<file path="src/sv/i2cm_pkg.sv">
`timescale 1ns / 1ps
package i2cm_pkg;

  localparam int TIMER_WIDTH_DEF = 16;
  localparam int BYTE_BITS       = 8;
  localparam int QUEUE_DEPTH     = 4;
  localparam int QPTR_W          = $clog2(QUEUE_DEPTH);

  localparam logic [2:0] OP_START = 3'd0;
  localparam logic [2:0] OP_STOP  = 3'd1;
  localparam logic [2:0] OP_WRITE = 3'd2;
  localparam logic [2:0] OP_READ  = 3'd3;
  localparam logic [2:0] OP_WAIT  = 3'd4;

  localparam logic REG_PHASE_TICKS = 1'b0;
  localparam logic REG_ACK_TIMEOUT = 1'b1;

  typedef enum logic [2:0] {
    CMD_NONE, CMD_START, CMD_STOP, CMD_WRITE, CMD_READ, CMD_WAIT
  } cmd_class_t;

  typedef enum logic [4:0] {
    PH_IDLE, PH_ST0, PH_ST1, PH_SP0, PH_SP1, PH_SP2,
    PH_WD, PH_WH, PH_WL, PH_RL, PH_RH, PH_AK0, PH_AK1, PH_KW0, PH_KW1
  } phase_t;

  typedef struct packed {
    logic       cmd_valid;
    logic [2:0] opcode;
    logic [7:0] tx_byte;
    logic       send_ack;
    logic       sda_line;
  } req_t;

  typedef struct packed {
    logic       scl_level;
    logic       sda_level;
    logic       sda_drive;
    logic       busy_res;
    logic       done_res;
    logic [7:0] rx_byte;
    logic       ack_seen;
    logic       timeout_error;
  } rsp_t;

  typedef struct packed {
    cmd_class_t cls;
    logic [7:0] tx_byte;
    logic       send_ack;
    logic       sda_line;
  } qent_t;

  typedef struct packed {
    logic [15:0] phase_ticks;
    logic [7:0]  ack_timeout_ticks;
  } cfg_t;

endpackage

</file>
<file path="src/sv/i2cm_front.sv">
`timescale 1ns / 1ps
module i2cm_front import i2cm_pkg::*; (
  input  req_t  req,
  output qent_t entry
);

  // Decode opcode into a command class; undefined codes become no-ops.
  always_comb begin
    entry.tx_byte  = req.tx_byte;
    entry.send_ack = req.send_ack;
    entry.sda_line = req.sda_line;
    entry.cls      = CMD_NONE;
    if (req.cmd_valid) begin
      case (req.opcode)
        OP_START: entry.cls = CMD_START;
        OP_STOP:  entry.cls = CMD_STOP;
        OP_WRITE: entry.cls = CMD_WRITE;
        OP_READ:  entry.cls = CMD_READ;
        OP_WAIT:  entry.cls = CMD_WAIT;
        default:  entry.cls = CMD_NONE;
      endcase
    end
  end

endmodule

</file>
<file path="src/sv/i2cm_queue.sv">
`timescale 1ns / 1ps
module i2cm_queue import i2cm_pkg::*; (
  input  logic  clk,
  input  logic  rst,
  input  logic  push,
  input  qent_t push_data,
  output logic  full,
  input  logic  pop,
  output logic  nonempty,
  output qent_t head
);

  qent_t             mem [QUEUE_DEPTH];
  logic [QPTR_W-1:0] wr_ptr;
  logic [QPTR_W-1:0] rd_ptr;
  logic [QPTR_W:0]   count;

  assign full     = (count == (QPTR_W+1)'(QUEUE_DEPTH));
  assign nonempty = (count != '0);
  assign head     = mem[rd_ptr];

  always_ff @(posedge clk) begin
    if (push) begin
      mem[wr_ptr] <= push_data;
    end
  end

  always_ff @(posedge clk) begin
    if (rst) begin
      wr_ptr <= '0;
      rd_ptr <= '0;
      count  <= '0;
    end else begin
      if (push) wr_ptr <= wr_ptr + 1'b1;
      if (pop)  rd_ptr <= rd_ptr + 1'b1;
      if (push && !pop)      count <= count + 1'b1;
      else if (pop && !push) count <= count - 1'b1;
    end
  end

endmodule

</file>
<file path="src/sv/i2cm_back.sv">
`timescale 1ns / 1ps
module i2cm_back import i2cm_pkg::*; #(
  parameter int TIMER_WIDTH = TIMER_WIDTH_DEF
) (
  input  logic  clk,
  input  logic  rst,
  input  cfg_t  cfg,
  input  logic  q_nonempty,
  input  qent_t q_head,
  output logic  q_pop,
  output logic  rsp_valid,
  input  logic  rsp_stall,
  output rsp_t  rsp_word
);

  localparam int CW = ((TIMER_WIDTH > 16) ? TIMER_WIDTH : 16) + 1;

  phase_t                 phase, phase_next;
  logic [TIMER_WIDTH-1:0] timer, timer_next;
  logic [3:0]             bit_count, bit_count_next;
  logic [7:0]             shift_reg, shift_reg_next;
  logic [7:0]             ack_wait, ack_wait_next;
  logic                   ack_choice, ack_choice_next;
  logic                   scl, scl_next;
  logic                   sda, sda_next;
  logic                   drive, drive_next;
  logic [7:0]             rx, rx_next;
  logic                   ack_seen, ack_seen_next;
  logic                   tmo, tmo_next;
  logic                   done;

  logic [15:0] limit;
  logic        seg_end;
  logic [3:0]  bc_inc;

  assign q_pop   = q_nonempty && (!rsp_valid || !rsp_stall);
  assign limit   = (cfg.phase_ticks == '0) ? 16'd1 : cfg.phase_ticks;
  assign seg_end = ((CW'(timer) + CW'(1)) >= CW'(limit)) || (&timer);
  assign bc_inc  = bit_count + 4'd1;

  always_ff @(posedge clk) begin
    if (rst) begin
      phase      <= PH_IDLE;
      timer      <= '0;
      bit_count  <= '0;
      shift_reg  <= '0;
      ack_wait   <= '0;
      ack_choice <= 1'b0;
      scl        <= 1'b1;
      sda        <= 1'b1;
      drive      <= 1'b1;
      rx         <= '0;
      ack_seen   <= 1'b0;
      tmo        <= 1'b0;
      rsp_valid  <= 1'b0;
    end else begin
      if (q_pop) begin
        phase      <= phase_next;
        timer      <= timer_next;
        bit_count  <= bit_count_next;
        shift_reg  <= shift_reg_next;
        ack_wait   <= ack_wait_next;
        ack_choice <= ack_choice_next;
        scl        <= scl_next;
        sda        <= sda_next;
        drive      <= drive_next;
        rx         <= rx_next;
        ack_seen   <= ack_seen_next;
        tmo        <= tmo_next;
        rsp_valid  <= 1'b1;
      end else if (!rsp_stall) begin
        rsp_valid <= 1'b0;
      end
    end
  end

  // Result register: loaded with the post-step levels.
  always_ff @(posedge clk) begin
    if (q_pop) begin
      rsp_word.scl_level     <= scl_next;
      rsp_word.sda_level     <= sda_next;
      rsp_word.sda_drive     <= drive_next;
      rsp_word.busy_res      <= (phase_next != PH_IDLE);
      rsp_word.done_res      <= done;
      rsp_word.rx_byte       <= rx_next;
      rsp_word.ack_seen      <= ack_seen_next;
      rsp_word.timeout_error <= tmo_next;
    end
  end

  always_comb begin
    phase_next      = phase;
    timer_next      = timer;
    bit_count_next  = bit_count;
    shift_reg_next  = shift_reg;
    ack_wait_next   = ack_wait;
    ack_choice_next = ack_choice;
    scl_next        = scl;
    sda_next        = sda;
    drive_next      = drive;
    rx_next         = rx;
    ack_seen_next   = ack_seen;
    tmo_next        = tmo;
    done            = 1'b0;

    if (phase == PH_IDLE) begin
      if (q_head.cls != CMD_NONE) begin
        timer_next     = '0;
        bit_count_next = '0;
      end
      case (q_head.cls)
        CMD_START: begin
          drive_next = 1'b1;
          sda_next   = 1'b1;
          scl_next   = 1'b1;
          phase_next = PH_ST0;
        end
        CMD_STOP: begin
          drive_next = 1'b1;
          sda_next   = 1'b0;
          scl_next   = 1'b0;
          phase_next = PH_SP0;
        end
        CMD_WRITE: begin
          drive_next     = 1'b1;
          scl_next       = 1'b0;
          sda_next       = q_head.tx_byte[7];
          shift_reg_next = {q_head.tx_byte[6:0], 1'b0};
          phase_next     = PH_WD;
        end
        CMD_READ: begin
          drive_next      = 1'b0;
          scl_next        = 1'b0;
          shift_reg_next  = '0;
          ack_choice_next = q_head.send_ack;
          phase_next      = PH_RL;
        end
        CMD_WAIT: begin
          drive_next    = 1'b0;
          sda_next      = 1'b1;
          ack_wait_next = '0;
          phase_next    = PH_KW0;
        end
        default: ;
      endcase
    end else if (phase == PH_KW1) begin
      if (!q_head.sda_line) begin
        scl_next      = 1'b0;
        ack_seen_next = 1'b1;
        tmo_next      = 1'b0;
        phase_next    = PH_IDLE;
        done          = 1'b1;
      end else if (ack_wait >= cfg.ack_timeout_ticks) begin
        ack_seen_next = 1'b0;
        tmo_next      = 1'b1;
        drive_next    = 1'b1;
        sda_next      = 1'b0;
        scl_next      = 1'b0;
        timer_next    = '0;
        phase_next    = PH_SP0;
      end else begin
        ack_wait_next = ack_wait + 8'd1;
      end
    end else if (!seg_end) begin
      timer_next = timer + 1'b1;
    end else begin
      timer_next = '0;
      case (phase)
        PH_ST0: begin sda_next = 1'b0; phase_next = PH_ST1; end
        PH_ST1: begin scl_next = 1'b0; phase_next = PH_IDLE; done = 1'b1; end
        PH_SP0: begin scl_next = 1'b1; phase_next = PH_SP1; end
        PH_SP1: begin sda_next = 1'b1; phase_next = PH_SP2; end
        PH_SP2: begin phase_next = PH_IDLE; done = 1'b1; end
        PH_WD:  begin scl_next = 1'b1; phase_next = PH_WH; end
        PH_WH:  begin scl_next = 1'b0; phase_next = PH_WL; end
        PH_WL: begin
          bit_count_next = bc_inc;
          if (bc_inc >= 4'(BYTE_BITS)) begin
            phase_next = PH_IDLE;
            done       = 1'b1;
          end else begin
            sda_next       = shift_reg[7];
            shift_reg_next = {shift_reg[6:0], 1'b0};
            phase_next     = PH_WD;
          end
        end
        PH_RL: begin scl_next = 1'b1; phase_next = PH_RH; end
        PH_RH: begin
          shift_reg_next = {shift_reg[6:0], q_head.sda_line};
          bit_count_next = bc_inc;
          scl_next       = 1'b0;
          if (bc_inc >= 4'(BYTE_BITS)) begin
            drive_next = 1'b1;
            sda_next   = ~ack_choice;
            phase_next = PH_AK0;
          end else begin
            phase_next = PH_RL;
          end
        end
        PH_AK0: begin scl_next = 1'b1; phase_next = PH_AK1; end
        PH_AK1: begin
          scl_next   = 1'b0;
          sda_next   = 1'b1;
          rx_next    = shift_reg;
          phase_next = PH_IDLE;
          done       = 1'b1;
        end
        PH_KW0: begin
          scl_next      = 1'b1;
          ack_wait_next = '0;
          phase_next    = PH_KW1;
        end
        default: phase_next = PH_IDLE;
      endcase
    end
  end

endmodule

</file>
<file path="src/sv/i2c_master_bit_engine_top.sv">
`timescale 1ns / 1ps
// I2C master bit engine: one request word is one bus tick.
// Request channel (req_valid / req_stall / req_word): each word carries an
//   optional command (start, stop, write byte, read byte + ack, wait ack)
//   and the sampled SDA level for that tick. Commands offered while a
//   command is running, or with an undefined opcode, are ignored.
// Response channel (rsp_valid / rsp_stall / rsp_word): exactly one word per
//   request word, in order: SCL/SDA levels and SDA enable after the tick,
//   busy, a done pulse, last received byte and the ack/timeout flags.
// Config port (APB style, always ready): 0x0 phase_ticks, 0x4
//   ack_timeout_ticks. Write only while no words are in flight.
// Path: an accepted word enters the queue; its response is registered when popped.
// Throughput: one word per cycle while the response is not stalled, set by
//   the back-end sequencer step, which updates all bus state once per popped word.
// Reset (synchronous): bus released (SCL, SDA high, SDA driven), queue
//   empty, no response pending, config back to 5 and 250.
// Response stall: the response register holds; request words collect in a
//   four-deep queue, and req_stall rises once it is full.
module i2c_master_bit_engine_top import i2cm_pkg::*; #(
  parameter int TIMER_WIDTH = TIMER_WIDTH_DEF
) (
  input  logic        clk,
  input  logic        rst,
  input  logic        req_valid,
  output logic        req_stall,
  input  req_t        req_word,
  output logic        rsp_valid,
  input  logic        rsp_stall,
  output rsp_t        rsp_word,
  input  logic        psel,
  input  logic        penable,
  input  logic        pwrite,
  input  logic [2:0]  paddr,
  input  logic [31:0] pwdata,
  output logic [31:0] prdata,
  output logic        pready
);

  cfg_t  cfg;
  qent_t front_entry;
  qent_t q_head;
  logic  q_full;
  logic  q_nonempty;
  logic  q_pop;
  logic  cfg_wr;

  // Register file: word index is address bit 2, low bits ignored.
  assign pready = 1'b1;
  assign cfg_wr = psel && penable && pwrite;

  always_ff @(posedge clk) begin
    if (rst) begin
      cfg.phase_ticks       <= 16'd5;
      cfg.ack_timeout_ticks <= 8'd250;
    end else if (cfg_wr) begin
      if (paddr[2] == REG_PHASE_TICKS) cfg.phase_ticks <= pwdata[15:0];
      else                             cfg.ack_timeout_ticks <= pwdata[7:0];
    end
  end

  assign prdata = (paddr[2] == REG_PHASE_TICKS) ? {16'd0, cfg.phase_ticks}
                                                : {24'd0, cfg.ack_timeout_ticks};

  // Front end: classify the command of every word.
  i2cm_front u_front (
    .req   (req_word),
    .entry (front_entry)
  );

  // Short queue decouples acceptance from the sequencer and result stall.
  assign req_stall = q_full;

  i2cm_queue u_queue (
    .clk       (clk),
    .rst       (rst),
    .push      (req_valid && !q_full),
    .push_data (front_entry),
    .full      (q_full),
    .pop       (q_pop),
    .nonempty  (q_nonempty),
    .head      (q_head)
  );

  // Back end: bus sequencer and response register.
  i2cm_back #(
    .TIMER_WIDTH (TIMER_WIDTH)
  ) u_back (
    .clk        (clk),
    .rst        (rst),
    .cfg        (cfg),
    .q_nonempty (q_nonempty),
    .q_head     (q_head),
    .q_pop      (q_pop),
    .rsp_valid  (rsp_valid),
    .rsp_stall  (rsp_stall),
    .rsp_word   (rsp_word)
  );

endmodule

</file>
<file path="config.mk">
export PLATFORM = sky130hd
export DESIGN_NAME = i2c_master_bit_engine_top
export DESIGN_NICKNAME = d
export VERILOG_FILES = /design/src/sv/i2cm_pkg.sv /design/src/sv/i2cm_front.sv /design/src/sv/i2cm_queue.sv /design/src/sv/i2cm_back.sv /design/src/sv/i2c_master_bit_engine_top.sv
export SDC_FILE = /design/constraint.sdc
export NUM_CORES = 1
export LEC_CHECK = 0
export BUFFER_PORTS_ARGS = -buffer_cell sky130_fd_sc_hd__buf_2
export CORE_MARGIN = 1
export CORE_UTILIZATION = 30
export CTS_BUF_LIST = sky130_fd_sc_hd__clkbuf_4 sky130_fd_sc_hd__clkbuf_8
export CTS_CLUSTER_DIAMETER = 30
export DETAILED_ROUTE_END_ITERATION = 10
export PLACE_DENSITY_LB_ADDON = 0.05
export SYNTH_ARGS = -nofsm -noshare
export SYNTH_HDL_FRONTEND = slang
export SYNTH_SLANG_ARGS = --single-unit
</file>
<file path="constraint.sdc">
create_clock -name clk -period 5.6 [get_ports clk]
set_clock_uncertainty 0.2 [all_clocks]
set_input_delay 0.28 -clock clk [delete_from_list [all_inputs] [get_ports clk]]
set_output_delay 0.28 -clock clk [all_outputs]
set_load 0.01 [all_outputs]
</file>
# Word level (Yosys, flattened, before mapping)
# Memories as Yosys holds them, arrays and structs flattened. A register that Yosys moved wholly into a read port is not among the register bits.
# Index checks and enable logic that the tools add are counted.
[totals] regBits=102 latchBits=0 ramBits=52 mem_bits_ro=0 in_bits=56 out_inout_bits=50 wordCells=201 memories=1
[op_classes] n_addsub=8 n_mul=0 div=0 order_cmp=3 eq_ne=33 shifts=0 n_mux=86 n_bitwise=2 n_reduce_logical=42
[memory_table] name="u_queue.mem" depth=4 word_bits=13 read_ports=1 rd_clocked_by_memory_dff=1 write_ports=1 line_no="i2cm_queue.sv:13" source="qent_t mem [QUEUE_DEPTH];"
[ops] cell="16-bit two-way mux" n=8
[ops] cell="8-bit two-way mux" n=15
[ops] cell="5-bit one-hot mux with 10 select lines" n=1
[ops] cell="5-bit by 4-bit == test with 1-bit output, second input constant" n=7
[ops] cell="1-bit two-way mux" n=35
[ops] cell="8-bit one-hot mux with 2 select lines" n=2
[ops] cell="5-bit two-way mux" n=5
[ops] cell="5-bit one-hot mux with 5 select lines" n=1
[ops] cell="5-bit by 3-bit == test with 1-bit output, second input constant" n=4
[ops] cell="4-bit two-way mux" n=5
[ops] cell="16-bit by 1-bit adder with 17-bit output, second input constant" n=1
[ops] cell="17-bit by 16-bit >= comparator with 1-bit output" n=1
[ops] cell="16-bit by 1-bit adder with 16-bit output, second input constant" n=1
[ops] cell="16-bit zero test" n=1
[ops] cell="16-bit AND reduction" n=1
[ops] cell="3-bit one-hot mux with 5 select lines" n=1
[ops] cell="3-bit nonzero test" n=5
[ops] cell="3-bit by 2-bit == test with 1-bit output, second input constant" n=4
[ops] cell="3-bit == test, second input constant" n=4
[ops] cell="3-bit two-way mux" n=4
[ops] cell="6-bit AND reduction" n=2
[ops] cell="5-bit by 2-bit == test with 1-bit output, second input constant" n=2
[ops] cell="3-bit by 2-bit != test with 1-bit output, second input constant" n=3
[ops] cell="3-bit OR reduction" n=3
[ops] cell="other kinds (32)" n=58

# Depth between registers and ports, before layout
[logic_depth] word_depth=8 ltp_mapped=15 ltp_nobuf=13

# Modules after synthesis
# From an unflattened synthesis, not the netlist that was laid out.
[hier_totals] cells_unflattened=869 area_unflattened_um2=8569.5
[modules_own_cells] module="i2cm_back" instances=1 cells_per_inst=597 area_each_um2=4778.3 seq_area_each_um2=1571.5
[modules_own_cells] module="i2cm_queue" instances=1 cells_per_inst=111 area_each_um2=2312.2 seq_area_each_um2=1741.7
[modules_own_cells] module="i2c_master_bit_engine_top" instances=1 cells_per_inst=144 area_each_um2=1353.8 seq_area_each_um2=480.5
[modules_own_cells] module="i2cm_front" instances=1 cells_per_inst=17 area_each_um2=125.1 seq_area_each_um2=0.0

# Worst setup path before layout
# Ideal clock, no wire load.
[synth_path] path_type="register to register" start="reg u_back.timer[2]" end="reg, netlist name u_back.rsp_word[14]" setup_ns=0.256 arrival_time_ns=3.365 required_time_ns=5.144 slack_ns=1.779 path_stages_with_launch=15 n_path_buf=1 period_less_slack_ns=3.821 path_cell_list="dfxtp_1 nand3_1 nor3_1 and4_1 nand2_1 xnor2_1 ha_1 nand4_1 or3_1 o21ai_0 nand2b_1 buf_2 o211ai_1 a311o_1 a31o_2"
[synth_between] elab_chain_cells=6 elab_cells_between_ends=7 classes_between="1 x add/sub; 1 x order compare; 3 x mux; 2 x reduce/logical"
[synth_lines] item="start, declared" line_no="i2cm_back.sv:19" source="logic [TIMER_WIDTH-1:0] timer, timer_next;"
[synth_lines] item="start signal, assigned" line_no="i2cm_back.sv:59" source="timer <= timer_next;"
[synth_lines] item="16-bit by 1-bit adder with 17-bit output" line_no="i2cm_back.sv:38" source="assign seg_end = ((CW'(timer) + CW'(1)) >= CW'(limit)) || (&timer);"
[synth_lines] item="17-bit by 16-bit >= comparator with 1-bit output" line_no="i2cm_back.sv:38"
[synth_lines] item="1-bit logical OR (*)" line_no="i2cm_back.sv:38"
[synth_lines] item="1-bit two-way mux (*)" line_no="i2cm_back.sv:164" source="end else if (!seg_end) begin"
[synth_lines] item="1-bit two-way mux (*)" line_no="i2cm_back.sv:146" source="end else if (phase == PH_KW1) begin"
[synth_lines] item="1-bit two-way mux (*)" line_no="i2cm_back.sv:106" source="if (phase == PH_IDLE) begin"
[synth_lines] item="net u_back.scl_next" line_no="i2cm_back.sv:24" source="logic scl, scl_next;"
# The timed path passes the listed nets; every way through them passes the cells marked *.
# A chain may end at the register's enable or synchronous reset.

# Final worst setup path
[layout_path] start="reg u_back.timer[0]" end="reg u_back.rx[7]"
[layout_between] elab_chain_cells=6 elab_cells_between_ends=7 classes_between="1 x add/sub; 1 x order compare; 3 x mux; 2 x reduce/logical"
[layout_lines] item="16-bit by 1-bit adder with 17-bit output" line_no="i2cm_back.sv:38"
[layout_lines] item="17-bit by 16-bit >= comparator with 1-bit output" line_no="i2cm_back.sv:38"
[layout_lines] item="1-bit logical OR (*)" line_no="i2cm_back.sv:38"
[layout_lines] item="8-bit two-way mux (*)" line_no="i2cm_back.sv:164"
[layout_lines] item="8-bit two-way mux (*)" line_no="i2cm_back.sv:146"
[layout_lines] item="8-bit two-way mux (*)" line_no="i2cm_back.sv:106"
[layout_lines] item="net u_back.rx_next[7]" line_no="i2cm_back.sv:27" source="logic [7:0] rx, rx_next;"
[layout_lines] item="end signal, assigned" line_no="i2cm_back.sv:67" source="rx <= rx_next;"
[layout_lines] item="end, declared" line_no="i2cm_back.sv:27"
# Marks and branches as above.

==> qor.yml <==
critPathKind: "reg -> reg"
syn_inst: 830
place.port_buffers: 70
cts.path.max_buffers: 2
grt_use_total_pct: 15.4
ys_types: 71
setup_tns_ps: 0
yosys_warnings: 0
async_reset_ff_share_pct: 0
cts.sink_count: 156
syn_area_per_cell_um2: 9.73
nFillCells: 2629
rrSetupSlack_ps: 1080
antenna_found_initial: 0
power_mw: 3.95
die_width_um: 166
drt-total-wl_um: 20800
cpMaxStageDelayCell: "o21ai_1"
leakagePower_nw: 3.63
cp_max_fo: 8
die-area_um2: 27600
drtIter0Drc: 415
synth_edf_count: 67
syn_to_final_growth_pct: 16.8
fp.dieH_um: 166
powerDensity_nw_per_um2: 419
ys_ff_latch: 156
grt_pass1_wl_um: 33600
crit_chain: "ha_1 -> nand3_1 -> nor3_2 -> nand3_1 -> xnor2_1 -> ha_1 -> a21o_1 -> a21oi_1 -> o21ai_0 -> nand2b_1 -> o21ai_1 -> mux2_2 -> o21ba_2"
routabilityCongestion: 0.801
start_util_pct: 30.8
crit_arrival_ps: 4690
wl_per_cell_um: 16.3
routed_via_density: 5.02
slowest_delay_ps: 720
coreArea_um2: 26200
drive_above_1_share_pct: 17.2
dr.pass1.iters: 8
grt_max_degree: 69
drv_cap: 0
syn-cell-area_um2: 8080
drv_slew: 0
row_count: 59
cp.required_ps: 5770
cts_htree_levels: 4
synthFlopType: "dfxtp_1"
met3_usage_pct: 2.53
regMostFlops: "u_queue.mem"
fin_util_pct: 36.0
vdd_drop_max_mv: 0.190
clk_latency_ps: 470
max_freq_ghz: 0.221
tightest_slew_ps: 1150
slew_headroom_pct: 23.0
min_period_ps: 4520
hold_viol: 0
ys_seq_area_share_pct: 47.0
rsz0062_at_grt: "false"
antenna_cells: 0
grt_pass1_vias: 6242
synth_largest_area_cell: "edfxtp_1"
cts_made_buffers: 17
vias: 6373
reg_top3: "u_queue.mem x52, cfg x24, u_back.timer x16"
num_io_pins: 106
place_hpwl_um: 14500
nets: 1011
top_usage_layer: "met2"
grt_util_met2_pct: 24.2
worstSetupStartpointType: "flop"
overflow: 0
violations: "design-rule violations"
min_path_type: "in -> reg"
drc: 6
end_kind: "flop"
largest_reg_flops: 52
cts_root_buffer: "clkbuf_8"
use_met1_pct: 21.6
drtAntennaViolNets: 0
period_share_pct: 80.7
setup_violations: 0
synth_top_area_share_pct: 24.9
tritoncts: "built"
outcome: "finished with violations"
synthTopCellsByArea: "edfxtp_1 (25%), dfxtp_1 (22%), ha_1 (5.0%)"
clk_pin_slew_ps: 110
cell usage in the layout (no fill, tap or decap), types with 6 or more instances in the layout:
master         count
inv_1             35
xor2_1            11
o211ai_1           9
inv_8              6
nand2b_1           7
xnor2_1           14
clkbuf_8          17
ha_1              32
a21oi_1           66
a22oi_1            6
buf_4              8
dlygate4sd3_1     35
nand3_1           27
a31oi_1            8
edfxtp_1          67
nand3b_1          15
mux4_2            11
a21o_1             6
o21ba_2            8
buf_2             70
dfxtp_1           89
nor2_1            61
mux2i_1            7
nor3_1            17
and2_1             8
nand4_1            8
nand2_1          103
mux2_2            16
or3_1              9
o21ai_0           47
nor2b_1           14
conb_1            17
synth_stat cells (11+ instances only):
cell type    n
nor3_1      17
a21oi_1     66
buf_4       17
xnor2_1     14
nand3b_1    15
mux4_2      11
nand3_1     27
ha_1        32
xor2_1      11
inv_1       35
nand2_1    103
nor2_1      61
nor2b_1     14
clkbuf_1    24
o21ai_0     47
mux2_2      16
edfxtp_1    67
dfxtp_1     89
critical path: cells and delay by family (launching register included):
kind / cells / cell delay (ps)
fa+ha+maj: 2 / 590
flops: 1 / 410
xor+xnor: 1 / 290
simple gates: 4 / 1070
mux: 1 / 440
compound gates: 5 / 1430
kinds of logic (layout without fill, tap and decap cells):
group | Yosys count | after routing | share of synthesized area [%]
simple gates | 292 | 292 | 17.5
compound gates | 194 | 194 | 15.3
flops | 156 | 156 | 47.0
buf+inv | 92 | 182 | 5.35
mux | 36 | 36 | 6.82
fa+ha+maj | 33 | 33 | 5.21
xor+xnor | 25 | 25 | 2.71
other cells | 2 | 17 | 0.0930
power breakdown:
group / switching [mW] / internal (mW)
registers: 0.169 / 1.41
clock network: 0.540 / 0.348
logic: 0.884 / 0.599
total: 1.59 / 2.36
routing by layer:
layer	routed length [µm]	vias to the layer above
met3	712	19
met4	232	0
met5	0	-
met1	10400	3094
met2	9460	119
li1	-	3141
metrics by stage:
step                      setup WS [ps]  instances  hold WS [ps]  area, µm²
final                              1080       1270           136       9440
after global routing                700       1270           151       9440
after CTS                           991       1270          99.5       9440
after detailed placement            978       1203           267       8670
after global placement             1090       1203           257       8670
after floorplan                    1780        845           179       8130
final timing paths:
path,depth (start not counted),to,from
worst max-delay path,13,u_back.rx[7]$_SDFFE_PP0P_,u_back.timer[0]$_SDFFE_PP0P_
worst min register to register,2,u_back.ack_seen$_SDFFE_PP0P_,u_back.ack_seen$_SDFFE_PP0P_
worst min-delay path,4,u_queue.wr_ptr[0]$_SDFFE_PP0P_,req_valid
worst max register to register,13,u_back.rx[7]$_SDFFE_PP0P_,u_back.timer[0]$_SDFFE_PP0P_
final cells by class:
cell class / instances / area [µm²] / share of cell area [%]
Sequential cell: 156 / 3790 / 40.2
Clock buffer: 17 / 234 / 2.48
Timing Repair Buffer: 113 / 761 / 8.06
Tap cell: 335 / 419 / 4.44
Inverter: 37 / 139 / 1.47
Multi-Input combinational cell: 597 / 3910 / 41.4
Clock inverter: 15 / 183 / 1.94
what timing repair did:
item	CTS	global route
setup buffers	0	0
hold buffers	35	0
endpoints found under the hold margin	77	0
resized for setup	0	0
No activity file was read; power rests on OpenSTA's default activity.
